[config.mk]
export PLATFORM = sky130hd
export DESIGN_NAME = h264_rtp_payload_depacketizer
export DESIGN_NICKNAME = d
export VERILOG_FILES = /design/src/sv/h264d_pkg.sv /design/src/sv/h264_rtp_payload_depacketizer.sv
export SDC_FILE = /design/constraint.sdc
export NUM_CORES = 1
export LEC_CHECK = 0
export ABC_AREA = 0
export BUFFER_PORTS_ARGS = -buffer_cell sky130_fd_sc_hd__buf_4
export CAP_MARGIN = 40
export CORE_MARGIN = 5
export CORE_UTILIZATION = 40
export CTS_CLUSTER_DIAMETER = 60
export DETAILED_ROUTE_END_ITERATION = 7
export PLACE_DENSITY = 0.62
export REMOVE_ABC_BUFFERS = 1
export SKIP_CTS_REPAIR_TIMING = 1
export SYNTH_ARGS = -nofsm -noshare
export SYNTH_HDL_FRONTEND = slang
export SYNTH_SLANG_ARGS = --single-unit
[constraint.sdc]
create_clock -name i_clk -period 12.15 [get_ports i_clk]
set_input_delay 3.0375 -clock i_clk [delete_from_list [all_inputs] [get_ports i_clk]]
set_output_delay 3.0375 -clock i_clk [all_outputs]
set_load 0.01 [all_outputs]
[src/sv/h264d_pkg.sv]
// Shared types and constants for the H.264 RTP payload depacketizer.
`timescale 1ns / 1ps
`default_nettype none

package h264d_pkg;

    localparam int MAX_PAYLOAD_BYTES = 4096;
    localparam int POS_W = $clog2(MAX_PAYLOAD_BYTES + 1);
    localparam logic [POS_W-1:0] MAX_POS = POS_W'(MAX_PAYLOAD_BYTES);
    localparam logic [12:0] UNIT_MAX = 13'h1FFF;
    localparam int RESULTS_MAX = 3;

    // NAL unit types that the block treats specially.
    localparam logic [4:0] NAL_IDR    = 5'd5;
    localparam logic [4:0] NAL_SPS    = 5'd7;
    localparam logic [4:0] NAL_AUD    = 5'd9;
    localparam logic [4:0] NAL_STAP_A = 5'd24;
    localparam logic [4:0] NAL_FU_A   = 5'd28;

    typedef enum logic [1:0] {
        KIND_DATA    = 2'd0,
        KIND_INFO    = 2'd1,
        KIND_SUMMARY = 2'd2
    } t_kind;

    typedef enum logic [1:0] {
        MODE_SINGLE = 2'd0,
        MODE_STAP_A = 2'd1,
        MODE_FU_A   = 2'd2
    } t_mode;

    typedef enum logic [1:0] {
        PH_LEN_HI = 2'd0,
        PH_LEN_LO = 2'd1,
        PH_FIRST  = 2'd2,
        PH_BODY   = 2'd3
    } t_phase;

    typedef enum logic [2:0] {
        ST_OK         = 3'd0,
        ST_BAD_AGG    = 3'd1,
        ST_FRAG_TRUNC = 3'd2,
        ST_NESTED     = 3'd3,
        ST_TOO_LONG   = 3'd4
    } t_status;

    typedef struct packed {
        logic [7:0] payload_byte;
        logic       end_of_payload;
    } t_in_item;

    typedef struct packed {
        logic [1:0]  item_kind;
        logic [7:0]  data_out;
        logic [4:0]  unit_type;
        logic [1:0]  packetization;
        logic        key_frame;
        logic        first_in_frame;
        logic [12:0] unit_count;
        logic [2:0]  status;
        logic        run_last;
    } t_out_item;

endpackage

`default_nettype wire

[src/sv/h264_rtp_payload_depacketizer.sv]
// Top level of the H.264 RTP payload depacketizer: byte walk, unit listing and summary.
// A byte accepted into the input register is processed into the result register, from
// which its first result is shown on the output.
// Throughput: one byte per cycle while the output is ready and each byte gives at most
// one result; a byte with up to 3 results holds the result register until all are taken.
// Reset: synchronous, active low; clears all packet state and both valid flags.
`timescale 1ns / 1ps
`default_nettype none

module h264_rtp_payload_depacketizer
    import h264d_pkg::*;
(
    input  wire logic      i_clk,
    input  wire logic      i_rst_n,
    input  wire logic      i_in_valid,
    output logic           o_in_ready,
    input  wire t_in_item  i_in_data,
    output logic           o_out_valid,
    input  wire logic      i_out_ready,
    output t_out_item      o_out_data
);

    // Input register.
    logic      r_in_valid;
    t_in_item  r_in;

    // Packet state.
    t_mode            r_mode, n_mode;
    logic [POS_W-1:0] r_pos, n_pos;
    t_phase           r_phase, n_phase;
    logic [7:0]       r_lenhi, n_lenhi;
    logic [15:0]      r_left, n_left;
    t_status          r_err, n_err;
    logic             r_key, n_key;
    logic             r_start, n_start;
    logic [4:0]       r_htype, n_htype;
    logic [12:0]      r_units, n_units;
    logic [2:0]       r_fnri, n_fnri;

    // Result register: the items caused by one byte.
    t_out_item   r_items [RESULTS_MAX];
    t_out_item   n_items [RESULTS_MAX];
    logic        r_bvalid;
    logic [1:0]  r_bcnt, n_bcnt;
    logic [1:0]  r_idx;

    logic        out_take;
    logic        last_take;
    logic        bundle_free;
    logic        move;

    assign o_out_valid = r_bvalid;
    assign o_out_data  = r_items[r_idx];
    assign out_take    = r_bvalid && i_out_ready;
    assign last_take   = out_take && (r_idx == r_bcnt - 2'd1);
    assign bundle_free = !r_bvalid || last_take;
    assign move        = r_in_valid && bundle_free;
    assign o_in_ready  = !r_in_valid || move;

    // Work for one byte: next packet state and up to three result items.
    always_comb begin
        logic [7:0]  b;
        logic [POS_W-1:0] p;
        logic [4:0]  t;
        logic        emit_data;
        logic [7:0]  data_val;
        logic        do_list;
        logic [4:0]  list_t;
        logic        emit_info;
        logic [4:0]  info_t;
        logic        do_count;
        logic [15:0] size;
        logic [15:0] left_dec;
        logic [1:0]  k;
        t_out_item   it;

        b         = r_in.payload_byte;
        p         = r_pos;
        t         = b[4:0];
        emit_data = 1'b0;
        data_val  = b;
        do_list   = 1'b0;
        list_t    = t;
        emit_info = 1'b0;
        info_t    = t;
        do_count  = 1'b0;
        size      = {r_lenhi, b};
        left_dec  = r_left - 16'd1;
        k         = 2'd0;
        it        = '0;

        n_mode  = r_mode;
        n_pos   = r_pos;
        n_phase = r_phase;
        n_lenhi = r_lenhi;
        n_left  = r_left;
        n_err   = r_err;
        n_key   = r_key;
        n_start = r_start;
        n_htype = r_htype;
        n_units = r_units;
        n_fnri  = r_fnri;
        for (int i = 0; i < RESULTS_MAX; i++) begin
            n_items[i] = '0;
        end

        if (p >= MAX_POS) begin
            // Bytes past the length limit are dropped.
            if (r_err == ST_OK) begin
                n_err = ST_TOO_LONG;
            end
        end else begin
            n_pos = p + POS_W'(1);
            if (p == '0) begin
                n_htype = t;
                n_fnri  = b[7:5];
                n_phase = PH_LEN_HI;
                if (t == NAL_FU_A) begin
                    n_mode = MODE_FU_A;
                end else if (t == NAL_STAP_A) begin
                    n_mode = MODE_STAP_A;
                end else begin
                    n_mode = MODE_SINGLE;
                end
                emit_data = (t != NAL_FU_A);
            end else if (r_mode == MODE_SINGLE) begin
                emit_data = 1'b1;
                if (32'(p) == 32'd1) begin
                    do_list = 1'b1;
                    list_t  = r_htype;
                end
            end else if (r_mode == MODE_STAP_A) begin
                emit_data = 1'b1;
                if (r_err == ST_OK) begin
                    case (r_phase)
                        PH_LEN_HI: begin
                            n_lenhi = b;
                            n_phase = PH_LEN_LO;
                        end
                        PH_LEN_LO: begin
                            if (size == 16'd0) begin
                                n_err = ST_BAD_AGG;
                            end else begin
                                n_left  = size;
                                n_phase = PH_FIRST;
                            end
                        end
                        PH_FIRST: begin
                            if (32'(p) == 32'd3) begin
                                n_htype = t;
                            end
                            // Units of a single byte are walked but not listed.
                            do_list = (r_left > 16'd1);
                            n_left  = left_dec;
                            n_phase = (left_dec == 16'd0) ? PH_LEN_HI : PH_BODY;
                        end
                        default: begin
                            if (r_left != 16'd0) begin
                                n_left = left_dec;
                            end
                            if (r_left <= 16'd1) begin
                                n_phase = PH_LEN_HI;
                            end
                        end
                    endcase
                end
            end else if (32'(p) == 32'd1) begin
                // FU header: rebuild the NAL header on a start fragment.
                n_htype = t;
                if (t == NAL_IDR) begin
                    n_key = 1'b1;
                end
                if (b[7]) begin
                    emit_data = 1'b1;
                    data_val  = {r_fnri, t};
                    if (t == NAL_IDR) begin
                        n_start = 1'b1;
                    end
                    do_count  = 1'b1;
                    emit_info = 1'b1;
                    info_t    = t;
                end
            end else begin
                emit_data = 1'b1;
            end
        end

        if (do_list && n_err == ST_OK) begin
            if (list_t == NAL_STAP_A || list_t == NAL_FU_A) begin
                n_err = ST_NESTED;
            end else begin
                if (list_t == NAL_IDR || list_t == NAL_SPS) begin
                    n_key = 1'b1;
                end
                if (list_t >= NAL_IDR && list_t <= NAL_AUD) begin
                    n_start = 1'b1;
                end
                do_count  = 1'b1;
                emit_info = 1'b1;
                info_t    = list_t;
            end
        end

        if (do_count && r_units != UNIT_MAX) begin
            n_units = r_units + 13'd1;
        end

        if (r_in.end_of_payload) begin
            if (n_err == ST_OK && n_mode == MODE_STAP_A &&
                (n_phase == PH_FIRST || n_phase == PH_BODY || 32'(n_pos) < 32'd4)) begin
                n_err = ST_BAD_AGG;
            end
            if (n_err == ST_OK && n_mode == MODE_FU_A && 32'(n_pos) < 32'd2) begin
                n_err = ST_FRAG_TRUNC;
            end
        end

        // Items go out in the order data, info, summary.
        if (emit_data) begin
            it               = '0;
            it.item_kind     = KIND_DATA;
            it.data_out      = data_val;
            it.packetization = n_mode;
            n_items[k]       = it;
            k                = k + 2'd1;
        end
        if (emit_info) begin
            it               = '0;
            it.item_kind     = KIND_INFO;
            it.unit_type     = info_t;
            it.packetization = n_mode;
            n_items[k]       = it;
            k                = k + 2'd1;
        end
        if (r_in.end_of_payload) begin
            it                = '0;
            it.item_kind      = KIND_SUMMARY;
            it.unit_type      = n_htype;
            it.packetization  = n_mode;
            it.key_frame      = n_key;
            it.first_in_frame = n_start;
            it.unit_count     = n_units;
            it.status         = n_err;
            n_items[k]        = it;
            k                 = k + 2'd1;

            // The summary closes the packet: all state returns to its reset values.
            n_mode  = MODE_SINGLE;
            n_pos   = '0;
            n_phase = PH_LEN_HI;
            n_lenhi = '0;
            n_left  = '0;
            n_err   = ST_OK;
            n_key   = 1'b0;
            n_start = 1'b0;
            n_htype = '0;
            n_units = '0;
            n_fnri  = '0;
        end
        if (k != 2'd0) begin
            n_items[k - 2'd1].run_last = 1'b1;
        end
        n_bcnt = k;
    end

    always_ff @(posedge i_clk) begin
        if (!i_rst_n) begin
            r_in_valid <= 1'b0;
        end else if (i_in_valid && o_in_ready) begin
            r_in_valid <= 1'b1;
        end else if (move) begin
            r_in_valid <= 1'b0;
        end
    end

    always_ff @(posedge i_clk) begin
        if (i_in_valid && o_in_ready) begin
            r_in <= i_in_data;
        end
    end

    always_ff @(posedge i_clk) begin
        if (!i_rst_n) begin
            r_mode   <= MODE_SINGLE;
            r_pos    <= '0;
            r_phase  <= PH_LEN_HI;
            r_lenhi  <= '0;
            r_left   <= '0;
            r_err    <= ST_OK;
            r_key    <= 1'b0;
            r_start  <= 1'b0;
            r_htype  <= '0;
            r_units  <= '0;
            r_fnri   <= '0;
            r_bvalid <= 1'b0;
            r_bcnt   <= '0;
            r_idx    <= '0;
        end else if (move) begin
            r_mode   <= n_mode;
            r_pos    <= n_pos;
            r_phase  <= n_phase;
            r_lenhi  <= n_lenhi;
            r_left   <= n_left;
            r_err    <= n_err;
            r_key    <= n_key;
            r_start  <= n_start;
            r_htype  <= n_htype;
            r_units  <= n_units;
            r_fnri   <= n_fnri;
            r_bvalid <= (n_bcnt != 2'd0);
            r_bcnt   <= n_bcnt;
            r_idx    <= '0;
        end else if (last_take) begin
            r_bvalid <= 1'b0;
        end else if (out_take) begin
            r_idx <= r_idx + 2'd1;
        end
    end

    always_ff @(posedge i_clk) begin
        if (move) begin
            for (int i = 0; i < RESULTS_MAX; i++) begin
                r_items[i] <= n_items[i];
            end
        end
    end

endmodule

`default_nettype wire

* Word-level counts from Yosys, hierarchy flattened
Memories as Yosys holds them, arrays and structs flattened. A register that Yosys moved wholly into a read port is not among the register bits.
Cells that the tools add are included.
W data, S select, Z words.
** Word-level totals
- Memories :: 1
- Latch bits :: 0
- RAM bits :: 108
- Output and inout bits :: 38
- ROM bits :: 0
- Bits in registers :: 82
** Memories
- r_items :: words 3, width 36, rd ports 1, clocked after Yosys merged registers in 1, wr ports 3, line h264_rtp_payload_depacketizer.sv:41 : t_out_item r_items [RESULTS_MAX];
** Cells by class
- Magnitude comparators :: 13
- Multipliers :: 0
- $add $sub $neg :: 8
- Reduce and logical (&&, ||, !) cells :: 45
- Mux-type cells :: 139
- Divide/modulo/power cells :: 0
- Bitwise operators :: 5
- Equality and inequality tests :: 24
- Shift-type cells :: 0
** Operators by type and width (count)
- $bwmux W108 :: 3
- $mux W108 :: 3
- $demux W36 S2 :: 3
- $mux W16 :: 8
- $mux W8 :: 13
- $mux W5 :: 15
- $mux W36 :: 2
- $mux W3 :: 18
- $mux W13 :: 4
- $mux W1 :: 50
- $pmux W16 S3 :: 1
- $mux W2 :: 17
- $mux W34 :: 1
- $logic_not A16 Y1 :: 2
- $add A13 B1 Y13 const B :: 2
- $eq A5 B5 Y1 const B :: 4
- $gt A16 B1 Y1 const B :: 1
- $le A16 B1 Y1 const B :: 1
- $reduce_bool A16 Y1 :: 1
- $sub A16 B1 Y16 const B :: 1
- $eq A5 B3 Y1 const B :: 3
- $logic_and A1 B1 Y1 :: 14
- $reduce_bool A2 Y1 :: 7
- $eq A13 B1 Y1 const B :: 1
- other kinds (31) :: 59

* Longest topological paths before layout
- Depth after elaboration :: 25
- Depth in mapped cells :: 15
- Mapped depth without buffers :: 13

* Worst setup path before layout
OpenSTA, ideal clock, no wires.
- Path kind :: input to register
- Start point :: input port i_out_ready
- End point :: memory r_items[0][0] (netlist bit) (enable)
- Arrival :: 6196 ps
- Buffers on the path :: 1
- Slack :: 5463 ps
- Stages on the path :: 5
- Library setup time :: 491 ps
- Required time :: 11659 ps
- Cells stage by stage :: nand4b_1 -> mux2i_1 -> a21oi_1 -> inv_2 -> clkbuf_1
** RTL lines
- start, declared :: line h264_rtp_payload_depacketizer.sv:19 : input wire logic i_out_ready,
- end, declared :: line h264_rtp_payload_depacketizer.sv:41

* Worst setup path in the final report
- Start point :: input port i_out_ready
- End point :: output port o_in_ready
** On the way
- Cells in the longest elaborated chain, start to end :: 5
** Ends and longest elaborated chain
- $logic_and A1 B1 Y1 :: line h264_rtp_payload_depacketizer.sv:54 : assign out_take = r_bvalid && i_out_ready;
- $logic_and A1 B1 Y1 :: line h264_rtp_payload_depacketizer.sv:55 : assign last_take = out_take && (r_idx == r_bcnt - 2'd1);
- $logic_or A1 B1 Y1 :: line h264_rtp_payload_depacketizer.sv:56 : assign bundle_free = !r_bvalid || last_take;
- $logic_and A1 B1 Y1 :: line h264_rtp_payload_depacketizer.sv:57 : assign move = r_in_valid && bundle_free;
- $logic_or A1 B1 Y1 :: line h264_rtp_payload_depacketizer.sv:58 : assign o_in_ready = !r_in_valid || move;
- end, declared :: line h264_rtp_payload_depacketizer.sv:16 : output logic o_in_ready,
Every way passes these cells.

==> flow_metrics.tcl <==
set metrics [dict create \
    total_power_uw 1350 \
    p_leak_uw 0.00382 \
    p_seq_share_pct 49.3 \
    cts_max_path_buffers 2 \
    post-route-util_pct 46.5 \
    routed_via_density 5.53 \
    wl_per_cell_um 17.2 \
    drt_iter0_drc 473 \
    tns_ns 0 \
    cts-root-buf "clkbuf_16" \
    instances_no_fill 1342 \
    maxCapViolations 0 \
    crit_end "o_in_ready" \
    fin_crit_sh_pct 54.8 \
    synth_cell_types 79 \
    cpMostUsedCell "buf_4" \
    yosysMostFrequentCell "nor2_1" \
    diodes 0 \
    num_io_pins 51 \
    internal_power_uw 1010 \
    drt-total-wl_um 23100 \
    coreArea_um2 22800 \
    crit_path_cell_trace "buf_4 > a21oi_1 > nand2_1 > buf_4" \
    drive_gt1_share_pct 12.7 \
    yosys.area.top_type_share_pct 32.3 \
    overflow 0 \
    crit-reg2reg-launch "r_pos[4]" \
    cts-buffers-inserted 17 \
    ys_seq_elements 175 \
    drtAntennaViolNets 0 \
    critPathLaunchType "input port" \
    areaGrowthSynthToFinish_pct 13.7 \
    yosysTopAreaCell "edfxtp_1" \
    syn_area_um2 9300 \
    syn_avg_cell_area_um2 9.36 \
    nFillCells 2174 \
    cpMaxStageDelayCell "a21oi_1" \
    swShare_pct 25.3 \
    track_usage_pct 17.5 \
    synthArstFlopShare_pct 0 \
    netlist_instances 994 \
    start_util_pct 40.8 \
    cts.htree.levels 4 \
    synth_area_leaders "edfxtp_1 32%, dfxtp_1 16%, mux2i_1 5.2%" \
    rows 55 \
    hold_viol_final 0 \
    crit_type "input port to primary output" \
    finClkSkew_ns 0.0113 \
    status "finished clean" \
    min_path_cells 2 \
    dr.pass1.iters 7 \
    tightest_slew_ns 0.903 \
    die_h_um 163 \
    p_sw_uw 340 \
    critPathMaxFanout 4 \
    critical_path_arrival_ns 3.62 \
    first_global_vias 7009 \
    clk_pin_slew_ns 0.07 \
    io_buffers 50 \
    rsz0062_at_grt "no" \
    synthFlopType "edfxtp_1" \
    p_clk_share_pct 41.3 \
    vias 7422 \
    reg2reg_slack_ns 7.91 \
    clk-insertion-delay-late_ns 0.44 \
    r2r-end "r_items[1][23]" \
    post-route-min-period_ns 6.65 \
    grt_pass1_wl_um 37600 \
    cp_data_required_time_ns 9.11 \
    fmax_ghz 0.150 \
    synthTopCellsByCount "121 x nor2_1, 106 x nand2_1, 100 x edfxtp_1" \
    grt_max_degree 67 \
    crit_start "i_out_ready" \
    dp.cells 1310 \
    die_area_um2 26400 \
    die_w_um 163 \
    cts_tree "yes" \
    synth_edf_count 100 \
    hold_class "flip-flop to flip-flop" \
    dp_hpwl_um 15800 \
    grt_antenna_before_repair 0 \
    peakVddDrop_mv 0.0705 \
    holdWs_ns 0.458 \
    drc 0 \
    setup_viol 0 \
    pwr-share-comb_pct 9.4 \
    max_slew_margin_pct 39.8 \
    numClockSinks 175 \
    yosys_warnings 0 \
    synth-seq-area-share_pct 48.4 \
    maxSlewViolCount 0 \
    place_congestion 0.896 \
    slowest_delay_ns 0.20 \
    nets 1043 \
    crit_path_end_kind "primary output" \
    r2r_cells 10 \
    p_per_area_nw_per_um2 127 \
]
## routing by layer
metal | up-vias | wire length (um) | part of all wire, % | global-route usage, %
li1 | 3671 | - | - | -
met1 | 3530 | 10700 | 46 | 24.1
met2 | 197 | 11000 | 48 | 28.8
met3 | 24 | 1190 | 5.1 | 3.32
met4 | 0 | 243 | 1.1 | 4.15
met5 | - | 0 | 0 | 0
## metrics by stage
| step | cell area (um^2) | setup slack (ns) |
|---|---|---|
| after detailed placement | 10000 | 5.50 |
| final | 10600 | 5.50 |
| after floorplan | 9050 | 5.77 |
| after global placement | 9920 | 5.51 |
| after CTS | 10600 | 5.50 |
| after global routing | 10600 | 5.42 |
## worst min-delay path by stage
stage                    from         to  slack [ns]
floorplan           r_fnri[0]  r_fnri[0]        0.43
global placement    r_fnri[0]  r_fnri[0]        0.44
detailed placement  r_fnri[0]  r_fnri[0]        0.45
CTS                 r_fnri[0]  r_fnri[0]        0.46
global route        r_fnri[1]  r_fnri[1]        0.49
finish              r_fnri[0]  r_fnri[0]        0.46
## sequential cells by signal, summed over array words and instances (netlist names), named ones only
signal and flops:
r_items 91, r_left 16, r_pos 13, r_units 13
r_in 9, r_lenhi 8, r_htype 5, r_err 3
r_fnri 3, r_bcnt 2, r_idx 2, r_mode 2
r_phase 2, o_out_valid 1, r_in_valid 1, r_key 1
r_start 1
## placed cells by master (no fill, tap or decap), drive strengths merged, types with 4 or more instances in the layout
cell      n
a211oi    6
a21o      8
a21oi    60
a22o      6
a22oi    11
a31oi    10
and2     17
and3      5
and4      4
buf      67
clkbuf   19
dfxtp    75
edfxtp  100
ha       14
inv      39
mux2i    48
nand2   107
nand2b    7
nand3    34
nand3b    4
nand4    10
nand4b    7
nor2    121
nor3     23
nor3b    10
nor4     16
nor4b     5
o211ai   10
o21a      4
o21ai    79
o22ai     5
o31ai    14
or3       9
or4       6
xnor2    15
xor2      8
## power by group through the flow
stage	combinational, uW	sequential (uW)	clock, uW
2_1_floorplan	78.7	673	0
3_3_place_gp	124	676	0
3_5_place_dp	127	676	0
4_1_cts	127	663	563
5_1_grt	140	665	590
6_report	127	663	556
## cell type report
cell class	instances	area, um^2	area share (%)
Timing Repair Buffer	67	541	5.11
Tap cell	313	392	3.70
Clock buffer	19	433	4.09
Sequential cell	175	4510	42.6
Inverter	32	123	1.16
Clock inverter	13	153	1.44
Multi-Input combinational cell	723	4440	41.9
## critical path, delay by kind of cell
| kind | cells | cell delay, ns |
|---|---|---|
| AOI/OAI and AO/OA | 1 | 0.20 |
| and+or+nand+nor | 1 | 0.10 |
| buffers and inverters | 2 | 0.27 |
## logic make-up (layout without fill, tap and decap cells)
kind of cell	count (synthesis)	in the layout	share of synthesized area, %
AO/OA/AOI/OAI	240	240	16.9
XOR/XNOR	23	23	2.17
adder cells (fa/ha/maj)	14	14	1.88
AND/OR/NAND/NOR	397	397	21.4
buffers and inverters	96	131	3.97
multiplexers	49	49	5.29
flip-flops	175	175	48.4
Power figures use the tool's default switching activity.
